## config.mk

```make
export PLATFORM = sky130hd
export DESIGN_NAME = http_request_path_host_parser_flat
export DESIGN_NICKNAME = d
export VERILOG_FILES = /design/src/sv/hrp_pkg.sv /design/src/sv/hrp_if.sv /design/src/sv/hrp_front.sv /design/src/sv/hrp_queue.sv /design/src/sv/hrp_back.sv /design/src/sv/http_request_path_host_parser.sv /design/src/flat_wrapper.sv
export SDC_FILE = /design/constraint.sdc
export NUM_CORES = 1
export LEC_CHECK = 0
export BUFFER_PORTS_ARGS = -buffer_cell sky130_fd_sc_hd__buf_2
export CORE_ASPECT_RATIO = 1.5
export CORE_MARGIN = 2
export CORE_UTILIZATION = 35
export DETAILED_ROUTE_END_ITERATION = 16
export HOLD_SLACK_MARGIN = 0.03
export SLEW_MARGIN = 20
export SYNTH_ARGS = -nofsm -noshare
export SYNTH_HDL_FRONTEND = slang
export SYNTH_SLANG_ARGS = --single-unit
export TNS_END_PERCENT = 50
```

## constraint.sdc

```tcl
create_clock -name clk -period 9.9 [get_ports clk]
set_clock_uncertainty 0.2 [all_clocks]
set_input_delay 0.495 -clock clk [delete_from_list [all_inputs] [get_ports clk]]
set_output_delay 0.495 -clock clk [all_outputs]
set_load 0.05 [all_outputs]
```

## src/sv/hrp_pkg.sv

```systemverilog
// ============================================================================
// hrp_pkg
// Shared types, constants and a helper function for the HTTP request path and
// Host parser.
// ============================================================================
package hrp_pkg;

    // Field buffer limits and widths.
    localparam int MAX_BUF = 4096;
    localparam int LEN_W   = 13;
    localparam int CNT_W   = 12;
    localparam int SUM_W   = CNT_W + 2;

    // Depth of the queue between the front and back parts.
    localparam int QDEPTH  = 4;
    localparam int QPTR_W  = $clog2(QDEPTH);
    localparam int QCNT_W  = $clog2(QDEPTH + 1);

    // Configuration register map.
    localparam int ADDR_W  = 3;
    localparam logic [LEN_W-1:0] BUF_LEN_RESET = LEN_W'(1024);

    // Result status codes.
    localparam logic [1:0] ST_MORE  = 2'd0;
    localparam logic [1:0] ST_DONE  = 2'd1;
    localparam logic [1:0] ST_BAD   = 2'd2;
    localparam logic [1:0] ST_SMALL = 2'd3;

    // Character constants.
    localparam logic [7:0] CH_SP    = 8'h20;
    localparam logic [7:0] CH_SLASH = 8'h2F;
    localparam logic [7:0] CH_CR    = 8'h0D;
    localparam logic [7:0] CH_LF    = 8'h0A;
    localparam logic [7:0] CH_NUL   = 8'h00;

    // Length of the header name "Host: ".
    localparam logic [2:0] NAME_LEN = 3'd6;

    // One classified request byte, as queued between front and back.
    typedef struct packed {
        logic       restart;
        logic       is_sp;
        logic       is_slash;
        logic       is_cr;
        logic       is_lf;
        logic       is_nul;
        logic [7:0] ch;
    } hrp_item_t;

    // Character of "Host: " at a given match position.
    function automatic logic [7:0] host_char(input logic [2:0] idx);
        logic [7:0] c;
        case (idx)
            3'd0:    c = 8'h48; // 'H'
            3'd1:    c = 8'h6F; // 'o'
            3'd2:    c = 8'h73; // 's'
            3'd3:    c = 8'h74; // 't'
            3'd4:    c = 8'h3A; // ':'
            3'd5:    c = 8'h20; // ' '
            default: c = 8'h00;
        endcase
        return c;
    endfunction

endpackage

```

## src/sv/hrp_if.sv

```systemverilog
// ============================================================================
// hrp_in_if / hrp_out_if
// Valid/ready channels for request bytes and per-byte parse results.
// ============================================================================
interface hrp_in_if;
    logic       valid;
    logic       ready;
    logic       op;
    logic [7:0] in_byte;

    modport source (output valid, output op, output in_byte, input ready);
    modport sink   (input valid, input op, input in_byte, output ready);
endinterface

interface hrp_out_if;
    logic        valid;
    logic        ready;
    logic [1:0]  status;
    logic        byte_valid;
    logic [7:0]  out_byte;
    logic [11:0] out_pos;
    logic        out_is_host;
    logic [11:0] path_bytes;
    logic [11:0] host_bytes;

    modport source (output valid, output status, output byte_valid, output out_byte,
                    output out_pos, output out_is_host, output path_bytes,
                    output host_bytes, input ready);
    modport sink   (input valid, input status, input byte_valid, input out_byte,
                    input out_pos, input out_is_host, input path_bytes,
                    input host_bytes, output ready);
endinterface

```

## src/sv/hrp_front.sv

```systemverilog
// ============================================================================
// hrp_front
// Accepts request bytes and classifies them for the back part.
// ============================================================================
module hrp_front (
    hrp_in_if.sink             in_ch,
    input  logic               q_full,
    output logic               push,
    output hrp_pkg::hrp_item_t item
);
    import hrp_pkg::*;

    // A transfer is taken whenever the queue has room.
    assign in_ch.ready = !q_full;
    assign push        = in_ch.valid && !q_full;

    always_comb
    begin
        item.restart  = in_ch.op;
        item.ch       = in_ch.in_byte;
        item.is_sp    = (in_ch.in_byte == CH_SP);
        item.is_slash = (in_ch.in_byte == CH_SLASH);
        item.is_cr    = (in_ch.in_byte == CH_CR);
        item.is_lf    = (in_ch.in_byte == CH_LF);
        item.is_nul   = (in_ch.in_byte == CH_NUL);
    end

endmodule

```

## src/sv/hrp_queue.sv

```systemverilog
// ============================================================================
// hrp_queue
// Short FIFO of classified bytes between the front and back parts.
// ============================================================================
module hrp_queue (
    input  logic               clk,
    input  logic               rst_n,
    input  logic               push,
    input  hrp_pkg::hrp_item_t push_item,
    input  logic               pop,
    output logic               q_valid,
    output logic               q_full,
    output hrp_pkg::hrp_item_t q_item
);
    import hrp_pkg::*;

    hrp_item_t           slot_reg [QDEPTH];
    logic [QPTR_W-1:0]   wr_ptr_reg, wr_ptr_next;
    logic [QPTR_W-1:0]   rd_ptr_reg, rd_ptr_next;
    logic [QCNT_W-1:0]   count_reg, count_next;
    logic                do_push, do_pop;

    assign q_valid = (count_reg != '0);
    assign q_full  = (count_reg == QCNT_W'(QDEPTH));
    assign q_item  = slot_reg[rd_ptr_reg];
    assign do_push = push && !q_full;
    assign do_pop  = pop && q_valid;

    always_comb
    begin
        wr_ptr_next = do_push ? wr_ptr_reg + 1'b1 : wr_ptr_reg;
        rd_ptr_next = do_pop  ? rd_ptr_reg + 1'b1 : rd_ptr_reg;
        count_next  = count_reg;
        if (do_push && !do_pop)
        begin
            count_next = count_reg + 1'b1;
        end
        else if (do_pop && !do_push)
        begin
            count_next = count_reg - 1'b1;
        end
    end

    always_ff @(posedge clk or negedge rst_n)
    begin
        if (!rst_n)
        begin
            wr_ptr_reg <= '0;
            rd_ptr_reg <= '0;
            count_reg  <= '0;
        end
        else
        begin
            wr_ptr_reg <= wr_ptr_next;
            rd_ptr_reg <= rd_ptr_next;
            count_reg  <= count_next;
        end
    end

    always_ff @(posedge clk)
    begin
        if (do_push)
        begin
            slot_reg[wr_ptr_reg] <= push_item;
        end
    end

endmodule

```

## src/sv/hrp_back.sv

```systemverilog
// ============================================================================
// hrp_back
// Parse state machine: takes classified bytes from the queue and produces one
// registered result per byte.
// ============================================================================
module hrp_back (
    input  logic                        clk,
    input  logic                        rst_n,
    input  logic [hrp_pkg::LEN_W-1:0]   buf_len,
    input  logic                        q_valid,
    input  hrp_pkg::hrp_item_t          q_item,
    output logic                        pop,
    hrp_out_if.source                   out_ch
);
    import hrp_pkg::*;

    localparam logic [2:0] PH_METHOD = 3'd0;
    localparam logic [2:0] PH_PATH   = 3'd1;
    localparam logic [2:0] PH_SKIP   = 3'd2;
    localparam logic [2:0] PH_LF     = 3'd3;
    localparam logic [2:0] PH_NAME   = 3'd4;
    localparam logic [2:0] PH_HOST   = 3'd5;

    logic [2:0]        phase_reg, phase_next;
    logic [2:0]        match_reg, match_next;
    logic [CNT_W-1:0]  path_cnt_reg, path_cnt_next;
    logic [CNT_W-1:0]  host_cnt_reg, host_cnt_next;
    logic [1:0]        fstat_reg, fstat_next;

    logic              ovalid_reg;
    logic              obv_reg, obv_next;
    logic [7:0]        obyte_reg, obyte_next;
    logic [CNT_W-1:0]  opos_reg, opos_next;
    logic              ohost_reg, ohost_next;

    logic [LEN_W-1:0]  len;
    logic [SUM_W-1:0]  path_sum;
    logic [SUM_W-1:0]  total_sum;
    logic [SUM_W-1:0]  host_pos;

    // The back part advances whenever its output register is free or drained.
    assign pop = q_valid && (!ovalid_reg || out_ch.ready);

    assign len       = (buf_len > LEN_W'(MAX_BUF)) ? LEN_W'(MAX_BUF) : buf_len;
    assign path_sum  = SUM_W'(path_cnt_reg) + SUM_W'(2);
    assign total_sum = SUM_W'(path_cnt_reg) + SUM_W'(host_cnt_reg) + SUM_W'(2);
    assign host_pos  = SUM_W'(path_cnt_reg) + SUM_W'(host_cnt_reg) + SUM_W'(1);

    always_comb
    begin
        phase_next    = phase_reg;
        match_next    = match_reg;
        path_cnt_next = path_cnt_reg;
        host_cnt_next = host_cnt_reg;
        fstat_next    = fstat_reg;
        obv_next      = 1'b0;
        obyte_next    = '0;
        opos_next     = '0;
        ohost_next    = 1'b0;

        if (q_item.restart)
        begin
            phase_next    = PH_METHOD;
            match_next    = '0;
            path_cnt_next = '0;
            host_cnt_next = '0;
            fstat_next    = ST_MORE;
        end
        else if (fstat_reg == ST_MORE)
        begin
            case (phase_reg)
                PH_METHOD:
                begin
                    if (q_item.is_sp)
                    begin
                        phase_next = PH_PATH;
                    end
                end
                PH_PATH:
                begin
                    if (q_item.is_nul)
                    begin
                        fstat_next = ST_BAD;
                    end
                    else if (q_item.is_sp)
                    begin
                        if (path_cnt_reg == '0)
                        begin
                            fstat_next = ST_BAD;
                        end
                        else
                        begin
                            phase_next = PH_SKIP;
                        end
                    end
                    else if (path_cnt_reg == '0 && !q_item.is_slash)
                    begin
                        fstat_next = ST_BAD;
                    end
                    else if (path_sum >= SUM_W'(len))
                    begin
                        fstat_next = ST_SMALL;
                    end
                    else
                    begin
                        obv_next      = 1'b1;
                        obyte_next    = q_item.ch;
                        opos_next     = path_cnt_reg;
                        path_cnt_next = path_cnt_reg + 1'b1;
                    end
                end
                PH_SKIP:
                begin
                    if (q_item.is_cr)
                    begin
                        phase_next = PH_LF;
                    end
                end
                PH_LF:
                begin
                    if (!q_item.is_lf)
                    begin
                        fstat_next = ST_BAD;
                    end
                    else
                    begin
                        phase_next = PH_NAME;
                        match_next = '0;
                    end
                end
                PH_NAME:
                begin
                    // A mismatching byte is consumed and the line is skipped.
                    if (match_reg < NAME_LEN && q_item.ch == host_char(match_reg))
                    begin
                        match_next = match_reg + 1'b1;
                        if (match_reg + 1'b1 == NAME_LEN)
                        begin
                            phase_next = PH_HOST;
                        end
                    end
                    else
                    begin
                        phase_next = PH_SKIP;
                    end
                end
                PH_HOST:
                begin
                    if (q_item.is_cr)
                    begin
                        fstat_next = (host_cnt_reg == '0) ? ST_BAD : ST_DONE;
                    end
                    else if (total_sum > SUM_W'(len))
                    begin
                        fstat_next = ST_SMALL;
                    end
                    else
                    begin
                        obv_next      = 1'b1;
                        obyte_next    = q_item.ch;
                        ohost_next    = 1'b1;
                        opos_next     = host_pos[CNT_W-1:0];
                        host_cnt_next = host_cnt_reg + 1'b1;
                    end
                end
                default:
                begin
                    phase_next = PH_METHOD;
                end
            endcase
        end
    end

    always_ff @(posedge clk or negedge rst_n)
    begin
        if (!rst_n)
        begin
            phase_reg    <= PH_METHOD;
            match_reg    <= '0;
            path_cnt_reg <= '0;
            host_cnt_reg <= '0;
            fstat_reg    <= ST_MORE;
            ovalid_reg   <= 1'b0;
        end
        else
        begin
            if (pop)
            begin
                phase_reg    <= phase_next;
                match_reg    <= match_next;
                path_cnt_reg <= path_cnt_next;
                host_cnt_reg <= host_cnt_next;
                fstat_reg    <= fstat_next;
                ovalid_reg   <= 1'b1;
            end
            else if (out_ch.ready)
            begin
                ovalid_reg   <= 1'b0;
            end
        end
    end

    always_ff @(posedge clk)
    begin
        if (pop)
        begin
            obv_reg   <= obv_next;
            obyte_reg <= obyte_next;
            opos_reg  <= opos_next;
            ohost_reg <= ohost_next;
        end
    end

    assign out_ch.valid       = ovalid_reg;
    assign out_ch.status      = fstat_reg;
    assign out_ch.byte_valid  = obv_reg;
    assign out_ch.out_byte    = obyte_reg;
    assign out_ch.out_pos     = opos_reg;
    assign out_ch.out_is_host = ohost_reg;
    assign out_ch.path_bytes  = path_cnt_reg;
    assign out_ch.host_bytes  = host_cnt_reg;

    // A captured byte is only reported while the parse still needs data.
    assert property (@(posedge clk) disable iff (!rst_n)
        ovalid_reg && obv_reg |-> fstat_reg == ST_MORE)
        else $error("captured byte reported with a final status");

    // A sticky status freezes the counts until a restart.
    assert property (@(posedge clk) disable iff (!rst_n)
        pop && !q_item.restart && fstat_reg != ST_MORE
        |=> $stable(path_cnt_reg) && $stable(host_cnt_reg) && $stable(fstat_reg))
        else $error("state changed while status was sticky");

    // A restart always reports needs-more with empty counts.
    assert property (@(posedge clk) disable iff (!rst_n)
        pop && q_item.restart
        |=> fstat_reg == ST_MORE && path_cnt_reg == '0 && host_cnt_reg == '0 && !obv_reg)
        else $error("restart did not clear the parse state");

    // Host bytes are never captured before the path has been captured.
    assert property (@(posedge clk) disable iff (!rst_n)
        host_cnt_reg != '0 |-> path_cnt_reg != '0)
        else $error("host captured with an empty path");

endmodule

```

## src/sv/http_request_path_host_parser.sv

```systemverilog
// ============================================================================
// http_request_path_host_parser
// Byte-serial HTTP request parser that extracts the request path and the
// Host header value and reports each captured byte at its buffer position.
// ============================================================================
// The block takes one request byte per transfer on in_ch and returns exactly
// one result per byte on out_ch, in order, at a sustained rate of one byte
// per clock cycle while out_ch is not stalled. A transferred byte is written
// into the queue, then popped into the result register that drives out_ch.
// The rate is set by the parse state machine in the back part, which
// updates its small state once per byte. A four-entry queue sits between
// the front part (handshake and byte classification) and the back part, so
// a stall on out_ch does not immediately stop input transfers, and the
// registered result can wait while new bytes keep arriving. An op of 1
// restarts parsing for a new request and returns a needs-more status. Once
// the status becomes complete, bad data or buffer too small, it stays there
// and further bytes produce no captured data until a restart. The buf_len
// register (byte address 0) sets the field buffer size; values above 4096
// act as 4096, and it should only be written while no transfer is in flight.
// ============================================================================
module http_request_path_host_parser (
    input  logic                         clk,
    input  logic                         rst_n,
    hrp_in_if.sink                       in_ch,
    hrp_out_if.source                    out_ch,
    input  logic                         psel,
    input  logic                         penable,
    input  logic                         pwrite,
    input  logic [hrp_pkg::ADDR_W-1:0]   paddr,
    input  logic [31:0]                  pwdata,
    output logic [31:0]                  prdata,
    output logic                         pready
);
    import hrp_pkg::*;

    logic [LEN_W-1:0] buf_len_reg;
    logic             cfg_sel;
    hrp_item_t        front_item;
    hrp_item_t        q_item;
    logic             push;
    logic             pop;
    logic             q_valid;
    logic             q_full;

    // The only register lives at word index zero; bit 2 selects the word.
    assign cfg_sel = (paddr[2] == 1'b0);
    assign pready  = 1'b1;
    assign prdata  = cfg_sel ? {{(32 - LEN_W){1'b0}}, buf_len_reg} : 32'd0;

    always_ff @(posedge clk or negedge rst_n)
    begin
        if (!rst_n)
        begin
            buf_len_reg <= BUF_LEN_RESET;
        end
        else if (psel && penable && pwrite && cfg_sel)
        begin
            buf_len_reg <= pwdata[LEN_W-1:0];
        end
    end

    // Front part: accepts transfers and classifies the byte.
    hrp_front u_front (
        .in_ch  (in_ch),
        .q_full (q_full),
        .push   (push),
        .item   (front_item)
    );

    // Queue that decouples the front part from the parse state machine.
    hrp_queue u_queue (
        .clk       (clk),
        .rst_n     (rst_n),
        .push      (push),
        .push_item (front_item),
        .pop       (pop),
        .q_valid   (q_valid),
        .q_full    (q_full),
        .q_item    (q_item)
    );

    // Back part: the parse state machine and the result register.
    hrp_back u_back (
        .clk     (clk),
        .rst_n   (rst_n),
        .buf_len (buf_len_reg),
        .q_valid (q_valid),
        .q_item  (q_item),
        .pop     (pop),
        .out_ch  (out_ch)
    );

endmodule

```

## src/flat_wrapper.sv

```systemverilog
// flat-port wrapper written by rule: the top's interface ports become plain ports
module http_request_path_host_parser_flat import hrp_pkg::*;
  (clk, rst_n, psel, penable, pwrite, paddr, pwdata, prdata, pready, in_ch_valid, in_ch_op, in_ch_in_byte, in_ch_ready, out_ch_valid, out_ch_status, out_ch_byte_valid, out_ch_out_byte, out_ch_out_pos, out_ch_out_is_host, out_ch_path_bytes, out_ch_host_bytes, out_ch_ready);
  hrp_in_if in_ch_i ();
  hrp_out_if out_ch_i ();
  input  logic clk;
  input  logic rst_n;
  input  logic psel;
  input  logic penable;
  input  logic pwrite;
  input  logic [hrp_pkg::ADDR_W-1:0] paddr;
  input  logic [31:0] pwdata;
  output logic [31:0] prdata;
  output logic pready;
  input wire logic [$bits(in_ch_i.valid)-1:0] in_ch_valid;
  input wire logic [$bits(in_ch_i.op)-1:0] in_ch_op;
  input wire logic [$bits(in_ch_i.in_byte)-1:0] in_ch_in_byte;
  output wire logic [$bits(in_ch_i.ready)-1:0] in_ch_ready;
  output wire logic [$bits(out_ch_i.valid)-1:0] out_ch_valid;
  output wire logic [$bits(out_ch_i.status)-1:0] out_ch_status;
  output wire logic [$bits(out_ch_i.byte_valid)-1:0] out_ch_byte_valid;
  output wire logic [$bits(out_ch_i.out_byte)-1:0] out_ch_out_byte;
  output wire logic [$bits(out_ch_i.out_pos)-1:0] out_ch_out_pos;
  output wire logic [$bits(out_ch_i.out_is_host)-1:0] out_ch_out_is_host;
  output wire logic [$bits(out_ch_i.path_bytes)-1:0] out_ch_path_bytes;
  output wire logic [$bits(out_ch_i.host_bytes)-1:0] out_ch_host_bytes;
  input wire logic [$bits(out_ch_i.ready)-1:0] out_ch_ready;
  assign in_ch_i.valid = in_ch_valid;
  assign in_ch_i.op = in_ch_op;
  assign in_ch_i.in_byte = in_ch_in_byte;
  assign in_ch_ready = in_ch_i.ready;
  assign out_ch_valid = out_ch_i.valid;
  assign out_ch_status = out_ch_i.status;
  assign out_ch_byte_valid = out_ch_i.byte_valid;
  assign out_ch_out_byte = out_ch_i.out_byte;
  assign out_ch_out_pos = out_ch_i.out_pos;
  assign out_ch_out_is_host = out_ch_i.out_is_host;
  assign out_ch_path_bytes = out_ch_i.path_bytes;
  assign out_ch_host_bytes = out_ch_i.host_bytes;
  assign out_ch_i.ready = out_ch_ready;
  http_request_path_host_parser u_core (.clk(clk), .rst_n(rst_n), .in_ch(in_ch_i), .out_ch(out_ch_i), .psel(psel), .penable(penable), .pwrite(pwrite), .paddr(paddr), .pwdata(pwdata), .prdata(prdata), .pready(pready));
endmodule
```

==> results.sh <==
export IMPL_status="complete, but fails checks"
export IMPL_failed_checks="negative hold slack"
export IMPL_synth_xor_area_share_pct=5.05
export IMPL_die_x_um=130
export IMPL_largest_register_ffs=56
export IMPL_arrival_ps=6060
export IMPL_synth_ff_type="edfxtp_1"
export IMPL_io_pins=134
export IMPL_p_sw_mw=0.877
export IMPL_stdcell_area_mm2=0.00962
export IMPL_async_flop_share_pct=40.5
export IMPL_port_buffers=92
export IMPL_synth_top_family_by_area="simple AND/OR/NAND/NOR gates"
export IMPL_ctsResizeCount=0
export IMPL_critPathMaxFanout=14
export IMPL_crit_top_cell="o21a_1"
export IMPL_ys_top_cells_by_area="edfxtp_1, dfrtp_1, ha_1, mux4_2, xnor2_1"
export IMPL_clk_latency_ps=430
export IMPL_yosysTopAreaCell="edfxtp_1"
export IMPL_min_path_type="primary input to asynchronous set/reset pin"
export IMPL_power_frac_clock_pct=29.0
export IMPL_hold_ws_ps=-3.19
export IMPL_synth_compound_area_share_pct=14.0
export IMPL_synth_seq_cells=131
export IMPL_dp_hpwl_um=15600
export IMPL_setup_viol=0
export IMPL_num_antenna_cells=0
export IMPL_swShare_pct=39.4
export IMPL_synthesis_area_mm2=0.00832
export IMPL_end_kind="register"
export IMPL_tightest_slew_ps=887
export IMPL_slew_viol_final=0
export IMPL_syn_area_per_cell_um2=10.6
export IMPL_track_usage_pct=17.8
export IMPL_ant_nets=0
export IMPL_crit_path_max_incr_delay_ps=600
export IMPL_clk_pin_slew_ps=70
export IMPL_nFillCells=2320
export IMPL_p_seq_share_pct=34.3
export IMPL_viasPerCell=5.24
export IMPL_power_mw=2.23
export IMPL_place_gp_congestion=0.886
export IMPL_fmax_mhz=165
export IMPL_fin_tns_setup_ps=0
export IMPL_syn_instance_count=782
export IMPL_path_class="register to register"
export IMPL_pwr_density_cell_mw_per_mm2=231
export IMPL_wl_per_cell_um=17.7
export IMPL_die_h_um=193
export IMPL_drive_gt1_share_pct=19.6
export IMPL_synth_top_cell_area_share_pct=28.2
export IMPL_cts_sinks=131
export IMPL_placed_area_mm2=0.00903
export IMPL_cp_slowest_cell="dfrtp_1"
export IMPL_area_delta_synth_final_pct=15.7
export IMPL_ys_seq_area_share_pct=44.1
export IMPL_dr_pass1_iters=7
export IMPL_vdd_drop_max_uv=115
export IMPL_die_area_mm2=0.0250
export IMPL_p_int_mw=1.35
export IMPL_mostFrequentLayoutCells="buf_2, edfxtp_1, ha_1"
export IMPL_hold_violations=5
export IMPL_num_rows=69
export IMPL_synthMuxAreaShare_pct=7.02
export IMPL_wl_um=21200
export IMPL_instances_no_fill=1200
export IMPL_synthAdderAreaFrac_pct=9.51
export IMPL_dpl_worst_slack_ps=3830
export IMPL_nets=981
export IMPL_post_route_period_util_pct=61.1
export IMPL_cts_root_buf="clkbuf_16"
export IMPL_num_vias=6293
export IMPL_final_util_pct=41.0
export IMPL_start_util_pct=35.4
export IMPL_cts_tree="yes"
export IMPL_grt_pass1_vias=6322
export IMPL_grt_max_degree=54
export IMPL_drt_iter0_markers=319
export IMPL_ctsHtreeMaxLevel=4
export IMPL_postCtsSetupRepairBufs=0
export IMPL_drc=0
export IMPL_worstPathRequired_ps=9910
export IMPL_maxCapViolations=0
export IMPL_synth_simple_gate_area_share_pct=15.3
export IMPL_cp_start_kind="register"
export IMPL_synth_edf_count=78
export IMPL_dp_cells=1168
export IMPL_ys_warn_count=0
export IMPL_p_comb_share_pct=36.7
export IMPL_yosysUniqueCellTypes=71
export IMPL_core_mm2=0.0235
export IMPL_cts_buffers=17
export IMPL_cts_buffer_depth=2
export IMPL_grt_setup_unrepaired="no"
export IMPL_crit_chain="ha_1 -> a2111oi_2 -> o21ai_0 -> a221oi_2 -> xnor2_1 -> a211o_1 -> nor3_1 -> xor2_1 -> ha_1 -> a21o_1 -> a21o_1 -> a211oi_1 -> o21a_1 -> o21a_1 -> o21a_1 -> a22oi_1 -> nor2_1"
export IMPL_layout_commonest_cell="buf_2"
export IMPL_antenna_found_initial=0
export IMPL_finalCriticalPeriod_ps=6050
export IMPL_fin_ws_ps=3850
export IMPL_holdBufCountCts=0
export IMPL_p_leak_nw=4.14
export IMPL_grt_pass1_wl_um=34000
export IMPL_grt_overflow=0
export IMPL_relSlewSlack_pct=40.6
-- final timing paths --
kind	from	to	slack [ps]	cells past startpoint
worst max-delay path	u_core.u_back.out_ch.path_bytes[6]	u_core.u_back.out_ch.out_pos[11]	3850	17
worst min-delay path	rst_n	u_core.u_back.out_ch.host_bytes[7]	-3	2
worst max register to register	u_core.u_back.out_ch.path_bytes[6]	u_core.u_back.out_ch.out_pos[11]	3850	17
worst min register to register	u_core.u_back.out_ch.valid	u_core.u_back.out_ch.valid	300	2
max in group asynchronous	rst_n	u_core.u_back.out_ch.path_bytes[4]	9000	2
min in group clk	in_ch_in_byte[6]	u_core.u_queue.slot_reg[1][6]	90	1
-- cell families (layout without fill, tap and decap cells) --
group,Yosys count,after routing
other,2,20
DFF,131,131
xor gates and xnor gates,48,48
and+or+nand+nor,250,250
adders and majority gates,62,62
buffers and inverters,84,165
muxes,40,40
AOI/OAI and AO/OA,165,165
-- metal layers --
metal	vias up	share of wire, %	global-route usage [%]
li1	3049	-	-
met1	3038	39	19.5
met2	171	54	33.1
met3	35	4.3	2.99
met4	0	2.9	7.90
met5	-	0	0
-- cell usage after synthesis, types with 19 or more instances --
| cell | n |
|---|---|
| edfxtp_1 | 78 |
| buf_4 | 20 |
| xnor2_1 | 26 |
| nor3_1 | 19 |
| o21ai_0 | 21 |
| nand3_1 | 29 |
| nor2b_1 | 27 |
| ha_1 | 60 |
| xor2_1 | 22 |
| a21oi_1 | 33 |
| nor2_1 | 53 |
| clkbuf_1 | 24 |
| nand2_1 | 53 |
| inv_1 | 33 |
| dfrtp_1 | 52 |
-- worst max-delay path: cells and delay by family, from the launching register on --
family	cells	cell delay, ps
flops	1	600
fa+ha+maj	2	700
compound gates	11	3330
simple gates	2	500
xor+xnor	2	470
-- power by group through the flow --
stage	clock network (mW)	registers, mW	logic [mW]
floorplan	0	0.847	0.551
global placement	0	0.771	0.819
detailed placement	0	0.776	0.826
CTS	0.658	0.766	0.828
global route	0.680	0.777	0.898
finish	0.645	0.763	0.817
-- area by class of cell --
cell class | count | area [µm²] | share of cell area, %
timing repair buffer | 100 | 520 | 5.41
inverter | 33 | 124 | 1.29
clock inverter | 14 | 168 | 1.74
clock buffer | 18 | 429 | 4.46
tap | 319 | 399 | 4.15
sequential | 131 | 3670 | 38.1
multi-input combinational | 585 | 4310 | 44.8
Power figures use the tool's default switching activity.
